## src/sv/bdpc_pkg.sv

```systemverilog
// Shared types and constants for the button debounce and press classifier.
`default_nettype none
package bdpc_pkg;

  localparam int unsigned NUM_BUTTONS = 8;
  localparam int unsigned BTN_W       = $clog2(NUM_BUTTONS);
  localparam int unsigned CFG_IDX_W   = 3;
  localparam int unsigned CFG_DATA_W  = 16;

  localparam logic [7:0]  STABLE_MAX        = 8'd255;
  localparam logic [15:0] HOLD_MAX          = 16'hFFFF;
  localparam logic [7:0]  MIN_DEBOUNCE      = 8'd2;
  localparam logic [15:0] DEFAULT_LONG      = 16'd100;
  localparam logic [15:0] DEFAULT_VERY_LONG = 16'd300;
  localparam logic [16:0] VERY_LONG_GAP     = 17'd200;

  localparam logic [7:0]  RST_DEBOUNCE      = 8'd5;
  localparam logic [15:0] RST_LONG          = 16'd100;
  localparam logic [15:0] RST_VERY_LONG     = 16'd300;

  typedef enum logic [2:0] {
    EV_SHORT     = 3'd0,
    EV_LONG      = 3'd1,
    EV_VERY_LONG = 3'd2,
    EV_LATCH_ON  = 3'd3,
    EV_LATCH_OFF = 3'd4
  } event_t;

  typedef enum logic [CFG_IDX_W-1:0] {
    CFG_ENABLE_MASK     = 3'd0,
    CFG_ACTIVE_LOW_MASK = 3'd1,
    CFG_LATCHED_MASK    = 3'd2,
    CFG_SETTLE_COUNT    = 3'd3,
    CFG_LONG_TICKS      = 3'd4,
    CFG_VERY_LONG_TICKS = 3'd5,
    CFG_VERY_LONG_EN    = 3'd6
  } cfg_idx_t;

  typedef struct packed {
    logic        raw_prev;
    logic [7:0]  stable_run;
    logic        debounced;
    logic [15:0] held_ticks;
    logic        long_done;
    logic        very_long_done;
  } btn_state_t;

  localparam btn_state_t STATE_RESET = '{
    raw_prev:       1'b0,
    stable_run:     STABLE_MAX,
    debounced:      1'b0,
    held_ticks:     16'd0,
    long_done:      1'b0,
    very_long_done: 1'b0
  };

endpackage
`default_nettype wire

```

## src/sv/bdpc_in_if.sv

```systemverilog
// Tick sample channel: button index and raw pin level.
`default_nettype none
interface bdpc_in_if;
  logic                           valid;
  logic                           ready;
  logic [bdpc_pkg::BTN_W-1:0]     button;
  logic                           level;

  modport source (output valid, output button, output level, input ready);
  modport sink   (input valid, input button, input level, output ready);
endinterface
`default_nettype wire

```

## src/sv/bdpc_out_if.sv

```systemverilog
// Press event channel: button index and event code.
`default_nettype none
interface bdpc_out_if;
  logic                           valid;
  logic                           ready;
  logic [bdpc_pkg::BTN_W-1:0]     button_out;
  logic [2:0]                     event_res;

  modport source (output valid, output button_out, output event_res, input ready);
  modport sink   (input valid, input button_out, input event_res, output ready);
endinterface
`default_nettype wire

```

## src/sv/button_debounce_press_classifier.sv

```systemverilog
// Top level of the button debounce and press classifier.
// Each transaction on in_ch is one poll tick of one button. The per-button state
// (last raw level, stable run, debounced level, hold count, fired flags) sits in a
// small synchronous memory: the entry is read as the tick is accepted and written
// back as the tick leaves the update stage, and a forwarding register covers the
// following tick of the same button. The block takes one tick per cycle, each tick
// presents its event, if any, on out_ch from the output register, loaded as the tick
// leaves the update stage, and it stalls only while an event waits in the output
// register. Write configuration through cfg_we only while no tick is in flight.
`default_nettype none
module button_debounce_press_classifier (
  input  wire logic                              clk,
  input  wire logic                              rst,
  bdpc_in_if.sink                                in_ch,
  bdpc_out_if.source                             out_ch,
  input  wire logic                              cfg_we,
  input  wire logic [bdpc_pkg::CFG_IDX_W-1:0]    cfg_index,
  input  wire logic [bdpc_pkg::CFG_DATA_W-1:0]   cfg_data
);

  localparam int unsigned NB = bdpc_pkg::NUM_BUTTONS;
  localparam int unsigned BW = bdpc_pkg::BTN_W;

  logic [NB-1:0] enable_mask;
  logic [NB-1:0] active_low_mask;
  logic [NB-1:0] latched_mask;
  logic [7:0]    settle_count;
  logic [15:0]   long_ticks;
  logic [15:0]   very_long_ticks;
  logic          very_long_enable;

  bdpc_pkg::btn_state_t mem [NB];
  logic [NB-1:0]        ent_valid;

  bdpc_pkg::btn_state_t rd_data;
  logic                 rd_valid;
  logic                 s1_valid;
  logic [BW-1:0]        s1_button;
  logic                 s1_level;

  logic                 fwd_valid;
  logic [BW-1:0]        fwd_addr;
  bdpc_pkg::btn_state_t fwd_data;

  logic                 out_valid;
  logic [BW-1:0]        out_button;
  bdpc_pkg::event_t     out_event;

  bdpc_pkg::btn_state_t st;
  bdpc_pkg::btn_state_t st_next;
  logic                 s1_wr;
  logic                 s1_emit;
  bdpc_pkg::event_t     s1_event;
  logic                 s1_go;
  logic                 in_accept;

  logic                 raw;
  logic                 latched;
  logic [7:0]           thr;
  logic [15:0]          lt;
  logic [16:0]          vlt;
  logic [16:0]          vlt_base;

  // configuration
  always_ff @(posedge clk) begin
    if (rst) begin
      enable_mask      <= '0;
      active_low_mask  <= '0;
      latched_mask     <= '0;
      settle_count     <= bdpc_pkg::RST_DEBOUNCE;
      long_ticks       <= bdpc_pkg::RST_LONG;
      very_long_ticks  <= bdpc_pkg::RST_VERY_LONG;
      very_long_enable <= 1'b1;
    end else if (cfg_we) begin
      case (cfg_index)
        bdpc_pkg::CFG_ENABLE_MASK:     enable_mask      <= cfg_data[NB-1:0];
        bdpc_pkg::CFG_ACTIVE_LOW_MASK: active_low_mask  <= cfg_data[NB-1:0];
        bdpc_pkg::CFG_LATCHED_MASK:    latched_mask     <= cfg_data[NB-1:0];
        bdpc_pkg::CFG_SETTLE_COUNT:    settle_count     <= cfg_data[7:0];
        bdpc_pkg::CFG_LONG_TICKS:      long_ticks       <= cfg_data[15:0];
        bdpc_pkg::CFG_VERY_LONG_TICKS: very_long_ticks  <= cfg_data[15:0];
        bdpc_pkg::CFG_VERY_LONG_EN:    very_long_enable <= cfg_data[0];
        default: ;
      endcase
    end
  end

  assign in_accept   = in_ch.valid && in_ch.ready;
  assign s1_go       = s1_valid && (!s1_emit || !out_valid || out_ch.ready);
  assign in_ch.ready = !s1_valid || s1_go;

  // thresholds
  always_comb begin
    thr      = (settle_count < bdpc_pkg::MIN_DEBOUNCE) ? bdpc_pkg::MIN_DEBOUNCE
                                                       : settle_count;
    lt       = (long_ticks != 16'd0) ? long_ticks : bdpc_pkg::DEFAULT_LONG;
    vlt_base = {1'b0, (very_long_ticks != 16'd0) ? very_long_ticks
                                                 : bdpc_pkg::DEFAULT_VERY_LONG};
    vlt      = (vlt_base <= {1'b0, lt}) ? ({1'b0, lt} + bdpc_pkg::VERY_LONG_GAP)
                                        : vlt_base;
  end

  // update of one button entry
  always_comb begin
    if (fwd_valid && fwd_addr == s1_button) begin
      st = fwd_data;
    end else if (rd_valid) begin
      st = rd_data;
    end else begin
      st = bdpc_pkg::STATE_RESET;
    end
    st_next  = st;
    s1_wr    = 1'b0;
    s1_emit  = 1'b0;
    s1_event = bdpc_pkg::EV_SHORT;
    raw      = s1_level ^ active_low_mask[s1_button];
    latched  = latched_mask[s1_button];
    if (s1_valid && enable_mask[s1_button]) begin
      s1_wr = 1'b1;
      if (raw != st.raw_prev) begin
        st_next.stable_run = 8'd0;
        st_next.raw_prev   = raw;
      end else begin
        if (st.stable_run != bdpc_pkg::STABLE_MAX) begin
          st_next.stable_run = st.stable_run + 8'd1;
        end
        if (st_next.stable_run >= thr) begin
          if (raw != st.debounced) begin
            st_next.debounced = raw;
            if (latched) begin
              s1_emit  = 1'b1;
              s1_event = raw ? bdpc_pkg::EV_LATCH_ON : bdpc_pkg::EV_LATCH_OFF;
            end else if (raw) begin
              st_next.held_ticks     = 16'd0;
              st_next.long_done      = 1'b0;
              st_next.very_long_done = 1'b0;
            end else if (!st.long_done && !st.very_long_done) begin
              s1_emit  = 1'b1;
              s1_event = bdpc_pkg::EV_SHORT;
            end
          end else if (!latched && st.debounced) begin
            if (st.held_ticks != bdpc_pkg::HOLD_MAX) begin
              st_next.held_ticks = st.held_ticks + 16'd1;
            end
            if (!st.very_long_done && very_long_enable
                && {1'b0, st_next.held_ticks} >= vlt) begin
              st_next.very_long_done = 1'b1;
              s1_emit  = 1'b1;
              s1_event = bdpc_pkg::EV_VERY_LONG;
            end else if (!st.long_done && st_next.held_ticks >= lt) begin
              st_next.long_done = 1'b1;
              s1_emit  = 1'b1;
              s1_event = bdpc_pkg::EV_LONG;
            end
          end
        end
      end
    end
  end

  // state memory
  always_ff @(posedge clk) begin
    if (in_accept) begin
      rd_data <= mem[in_ch.button];
    end
    if (s1_go && s1_wr) begin
      mem[s1_button] <= st_next;
    end
  end

  always_ff @(posedge clk) begin
    if (rst) begin
      ent_valid <= '0;
      rd_valid  <= 1'b0;
      s1_valid  <= 1'b0;
      fwd_valid <= 1'b0;
      out_valid <= 1'b0;
    end else begin
      if (s1_go && s1_wr) begin
        ent_valid[s1_button] <= 1'b1;
      end
      if (in_accept) begin
        rd_valid <= ent_valid[in_ch.button];
      end
      if (in_ch.ready) begin
        s1_valid <= in_ch.valid;
      end
      if (!s1_valid || s1_go) begin
        fwd_valid <= s1_go && s1_wr;
      end
      if (s1_go && s1_emit) begin
        out_valid <= 1'b1;
      end else if (out_ch.ready) begin
        out_valid <= 1'b0;
      end
    end
  end

  always_ff @(posedge clk) begin
    if (in_accept) begin
      s1_button <= in_ch.button;
      s1_level  <= in_ch.level;
    end
    if (s1_go && s1_wr) begin
      fwd_addr <= s1_button;
      fwd_data <= st_next;
    end
    if (s1_go && s1_emit) begin
      out_button <= s1_button;
      out_event  <= s1_event;
    end
  end

  assign out_ch.valid      = out_valid;
  assign out_ch.button_out = out_button;
  assign out_ch.event_res  = out_event;

  a_stall_only_on_full_output: assert property (@(posedge clk) disable iff (rst)
    (s1_valid && !in_ch.ready) |-> (out_valid && !out_ch.ready))
    else $error("tick stage stalled with a free output register");

  a_event_reaches_output: assert property (@(posedge clk) disable iff (rst)
    (s1_go && s1_emit) |=> out_valid)
    else $error("event lost on its way to the output register");

  a_forward_entry_written: assert property (@(posedge clk) disable iff (rst)
    fwd_valid |-> ent_valid[fwd_addr])
    else $error("forwarded entry not marked as written");

  a_held_entry_pending: assert property (@(posedge clk) disable iff (rst)
    (s1_valid && !s1_go) |=> (s1_valid && $stable(s1_button) && $stable(fwd_valid)))
    else $error("stalled tick lost its entry or forwarding state");

endmodule
`default_nettype wire
```

## src/flat_wrapper.sv

```systemverilog
// flat-port wrapper written by rule: the top's interface ports become plain ports
module button_debounce_press_classifier_flat 
  (clk, rst, cfg_we, cfg_index, cfg_data, in_ch_valid, in_ch_button, in_ch_level, in_ch_ready, out_ch_valid, out_ch_button_out, out_ch_event_res, out_ch_ready);
  bdpc_in_if in_ch_i ();
  bdpc_out_if out_ch_i ();
  input  wire logic clk;
  input  wire logic rst;
  input  wire logic cfg_we;
  input  wire logic [bdpc_pkg::CFG_IDX_W-1:0] cfg_index;
  input  wire logic [bdpc_pkg::CFG_DATA_W-1:0] cfg_data;
  input wire logic [$bits(in_ch_i.valid)-1:0] in_ch_valid;
  input wire logic [$bits(in_ch_i.button)-1:0] in_ch_button;
  input wire logic [$bits(in_ch_i.level)-1:0] in_ch_level;
  output wire logic [$bits(in_ch_i.ready)-1:0] in_ch_ready;
  output wire logic [$bits(out_ch_i.valid)-1:0] out_ch_valid;
  output wire logic [$bits(out_ch_i.button_out)-1:0] out_ch_button_out;
  output wire logic [$bits(out_ch_i.event_res)-1:0] out_ch_event_res;
  input wire logic [$bits(out_ch_i.ready)-1:0] out_ch_ready;
  assign in_ch_i.valid = in_ch_valid;
  assign in_ch_i.button = in_ch_button;
  assign in_ch_i.level = in_ch_level;
  assign in_ch_ready = in_ch_i.ready;
  assign out_ch_valid = out_ch_i.valid;
  assign out_ch_button_out = out_ch_i.button_out;
  assign out_ch_event_res = out_ch_i.event_res;
  assign out_ch_i.ready = out_ch_ready;
  button_debounce_press_classifier u_core (.clk(clk), .rst(rst), .in_ch(in_ch_i), .out_ch(out_ch_i), .cfg_we(cfg_we), .cfg_index(cfg_index), .cfg_data(cfg_data));
endmodule
```

## config.mk

```make
export PLATFORM = sky130hd
export DESIGN_NAME = button_debounce_press_classifier_flat
export DESIGN_NICKNAME = d
export VERILOG_FILES = /design/src/sv/bdpc_pkg.sv /design/src/sv/bdpc_in_if.sv /design/src/sv/bdpc_out_if.sv /design/src/sv/button_debounce_press_classifier.sv /design/src/flat_wrapper.sv
export SDC_FILE = /design/constraint.sdc
export NUM_CORES = 1
export LEC_CHECK = 0
export BUFFER_PORTS_ARGS = -buffer_cell sky130_fd_sc_hd__buf_2
export CORE_MARGIN = 1.5
export CORE_UTILIZATION = 30
export DETAILED_ROUTE_END_ITERATION = 6
export PLACE_DENSITY = 0.55
export SLEW_MARGIN = 25
export SYNTH_ARGS = -nofsm -noshare
export SYNTH_HDL_FRONTEND = slang
export SYNTH_SLANG_ARGS = --single-unit
```

## constraint.sdc

```tcl
create_clock -name clk -period 22.3 [get_ports clk]
set_clock_uncertainty 0.1 [all_clocks]
set_input_delay 2.23 -clock clk [delete_from_list [all_inputs] [get_ports clk]]
set_output_delay 2.23 -clock clk [all_outputs]
set_load 0.03 [all_outputs]
```

==> results.py <==
metrics = {
    "outcome": {
        "status": "complete, no violations",
    },
    "drt": {
        "first_pass_iters": 5,
        "drc_errors": 0,
        "drt_iter0_markers": 817,
        "wl_per_cell_um": 19.50,
        "antenna_left": 0,
        "vias_per_cell": 5.059,
        "vias": 10851,
        "wl_um": 41830,
    },
    "critical_path": {
        "crit_path_max_incr_delay_ns": 0.88,
        "critPathMaxFanout": 42,
        "cp.required_ns": 19.97,
        "cp_top_family": "compound AO/OA/AOI/OAI gates",
        "cp.depth": 22,
        "cp-end-kind": "output pin",
        "critPathLaunchType": "flip-flop",
        "reg2regPathDepth": 23,
        "crit_type": "reg2out",
        "worstPathCellList": "xor2_1, or4b_1, buf_4, and3_1, a21oi_1, inv_1, ha_1, nand3_1, nor3_1, mux2i_1, o2111ai_1, nor4_1, xnor2_1, ha_1, and3_1, a221o_1, a221o_1, o21ba_2, a2bb2oi_1, o211a_4, or2_4, buf_2",
        "slowest_stage": "edfxtp_1",
        "timing.rr.end": "u_core.mem[7][13]",
        "critPathBufInv": 3,
        "crit_arrival_ns": 7.29,
        "reg2reg_slack_ns": 14.29,
        "critPathLaunch": "u_core.s1_button[0]",
        "crit_end": "in_ch_ready",
        "rr_startpoint": "u_core.s1_button[0]",
    },
    "floorplanning": {
        "die_height_um": 242.7,
        "core_region_area_um2": 56600,
        "rows": 87,
        "die_area_um2": 58920,
        "start_util_pct": 30.46,
        "ios": 36,
        "fp.dieW_um": 242.7,
    },
    "sta": {
        "hold_viol_final": 0,
        "hold-worst-slack_ns": 0.3546,
        "max_freq_ghz": 0.1039,
        "slew_headroom_pct": 30.64,
        "maxSlewViolCount": 0,
        "setup_viol": 0,
        "setup_tns_ns": 0,
        "finalCriticalPeriod_ns": 9.624,
        "tightest_slew_ns": 1.030,
        "rsz0062_at_grt": "no",
        "min_period_over_period_pct": 43.16,
    },
    "cts": {
        "clk_pin_slew_ns": 0.06,
        "clock_sinks": 370,
        "clock_path_buffers": 3,
        "postCtsSetupRepairBufs": 0,
        "cts-root-buf": "clkbuf_16",
        "insertion_delay_ns": 0.57,
        "cts-resized-gates": 0,
        "cts_tree": "yes",
        "hold_buffers": 0,
        "ctsHtreeMaxLevel": 2,
        "cts_buffers": 41,
    },
    "place": {
        "dp_hpwl_um": 26560,
        "dpl.cell_count": 2071,
        "portBuffers": 35,
        "gp_congestion": 0.8809,
    },
    "grt": {
        "grt_pass1_wl_um": 64850,
        "overflow": 0,
        "grt_max_degree": 68,
        "grt_pass1_vias": 10967,
        "track_usage_pct": 14.25,
        "antenna_found_initial": 0,
    },
    "cells_and_area": {
        "fillCellCount": 5526,
        "final_cells": 2145,
        "syn2layout_area_growth_pct": 13.44,
        "diodes": 0,
        "final_nets": 1443,
        "drive_gt1_share_pct": 16.49,
    },
    "logic_synthesis": {
        "synth_cells": 1334,
        "synth_top_area_share_pct": 51.03,
        "synth_seq_area_share_pct": 59.98,
        "synth.net_count": 1419,
        "synth_common_cells": "edfxtp_1 (293), nand2_1 (201), a21oi_1 (97), dfxtp_1 (77), mux4_2 (60)",
        "synth.area.top_cells": "edfxtp_1 (51%), dfxtp_1 (8.9%), mux4_2 (7.8%)",
        "yosys_warnings": 0,
        "synth_top_area_cell": "edfxtp_1",
        "synthFlopType": "edfxtp_1",
        "syn-cell-area_um2": 17240,
        "synth_seq_cells": 370,
        "async_reset_ff_share_pct": 0,
        "synth_most_common_cell": "edfxtp_1",
        "avgSynthCellArea_um2": 12.92,
        "synth_cell_types": 76,
        "synth_edf_count": 293,
    },
    "job": {
        "drv_cap": 0,
    },
    "pwr": {
        "power_density_nw_per_um2": 77.34,
        "power_leakage_nw": 6.528,
        "irDropWorstVdd_v": 0.00004555,
    },
    "min_path": {
        "hp-class": "reg2reg",
    },
}
==> how the worst min path moves through the flow <==
stage | slack, ns | startpoint | cells past startpoint | to
2_1_floorplan | 0.31 | u_core.ent_valid[2] | 2 | u_core.ent_valid[2]
3_3_place_gp | 0.33 | u_core.ent_valid[2] | 2 | u_core.ent_valid[2]
3_5_place_dp | 0.34 | u_core.ent_valid[2] | 2 | u_core.ent_valid[2]
4_1_cts | 0.35 | u_core.ent_valid[2] | 2 | u_core.ent_valid[2]
5_1_grt | 0.38 | u_core.active_low_mask[2] | 2 | u_core.active_low_mask[2]
6_report | 0.35 | u_core.enable_mask[0] | 2 | u_core.enable_mask[0]
==> per-stage QoR <==
step | util (%) | total power, W | cell area, um^2 | worst slack [ns]
floorplan | - | 0.0008462 | 17240 | 13.62
global placement | 32.25 | 0.0008765 | 18260 | 13.54
detailed placement | 32.25 | 0.0008795 | 18260 | 13.37
CTS | 34.53 | 0.001531 | 19550 | 12.73
global route | 34.55 | 0.001568 | 19560 | 12.19
finish | 34.55 | 0.001513 | 19560 | 12.68
==> placed cells by master (no fill, tap or decap), types with 37 or more instances in the layout <==
master and instances:
a21oi_1 97, inv_1 44, edfxtp_1 293, dfxtp_1 77
nand3_1 37, mux4_2 60, ha_1 57, clkbuf_16 42
nand2_1 201, o21ai_0 40
==> per-layer routing <==
layer | wire [um] | GRT usage, % | up-vias
met5 | 0 | 0 | -
met3 | 2097 | 2.466 | 69
met2 | 19010 | 22.30 | 259
met4 | 1152 | 5.353 | 0
li1 | - | - | 5085
met1 | 19580 | 19.72 | 5438
==> worst register-to-register path, delay by kind of cell, from the launching register on <==
family | cells | cell delay [ns]
compound gates | 8 | 2.13
buf+inv | 3 | 0.95
simple gates | 7 | 2.02
xor+xnor | 2 | 0.45
fa+ha+maj | 2 | 0.59
mux | 1 | 0.47
flops | 1 | 0.88
==> where the power goes <==
group          switching [W]  internal [W]
logic              0.0000654     0.0000424
clock network       0.000271      0.000376
registers         0.00000722      0.000750
==> cells by family (layout without fill, tap and decap cells) <==
group,after synthesis,after routing,synth area share (%)
AO/OA/AOI/OAI,232,232,8.644
XOR/XNOR,32,32,1.626
AND/OR/NAND/NOR,404,404,11.22
buffers and inverters,117,172,2.700
flip-flops,370,370,59.98
multiplexers,121,121,11.64
adder cells (fa/ha/maj),58,58,4.195
==> state kept, by name, indices dropped and copies added, names as in the netlist <==
register / cells
u_core.mem: 224
u_core.fwd_data: 28
u_core.rd_data: 28
u_core.long_ticks: 16
u_core.very_long_ticks: 16
u_core.active_low_mask: 8
u_core.enable_mask: 8
u_core.ent_valid: 8
u_core.latched_mask: 8
u_core.settle_count: 8
u_core.fwd_addr: 3
u_core.out_ch.button_out: 3
u_core.out_ch.event_res: 3
u_core.s1_button: 3
u_core.fwd_valid: 1
u_core.out_ch.valid: 1
u_core.rd_valid: 1
u_core.s1_level: 1
u_core.s1_valid: 1
u_core.very_long_enable: 1
==> area by class of cell <==
cell class | instances | area [um^2] | share of cell area (%)
Clock buffer | 53 | 1112 | 5.687
Clock inverter | 21 | 177.7 | 0.9084
Inverter | 45 | 168.9 | 0.8637
Multi-Input combinational cell | 847 | 6497 | 33.22
Sequential cell | 370 | 10340 | 52.87
Tap cell | 756 | 945.9 | 4.837
Timing Repair Buffer | 53 | 315.3 | 1.612
(Power assumes the default switching activity.)
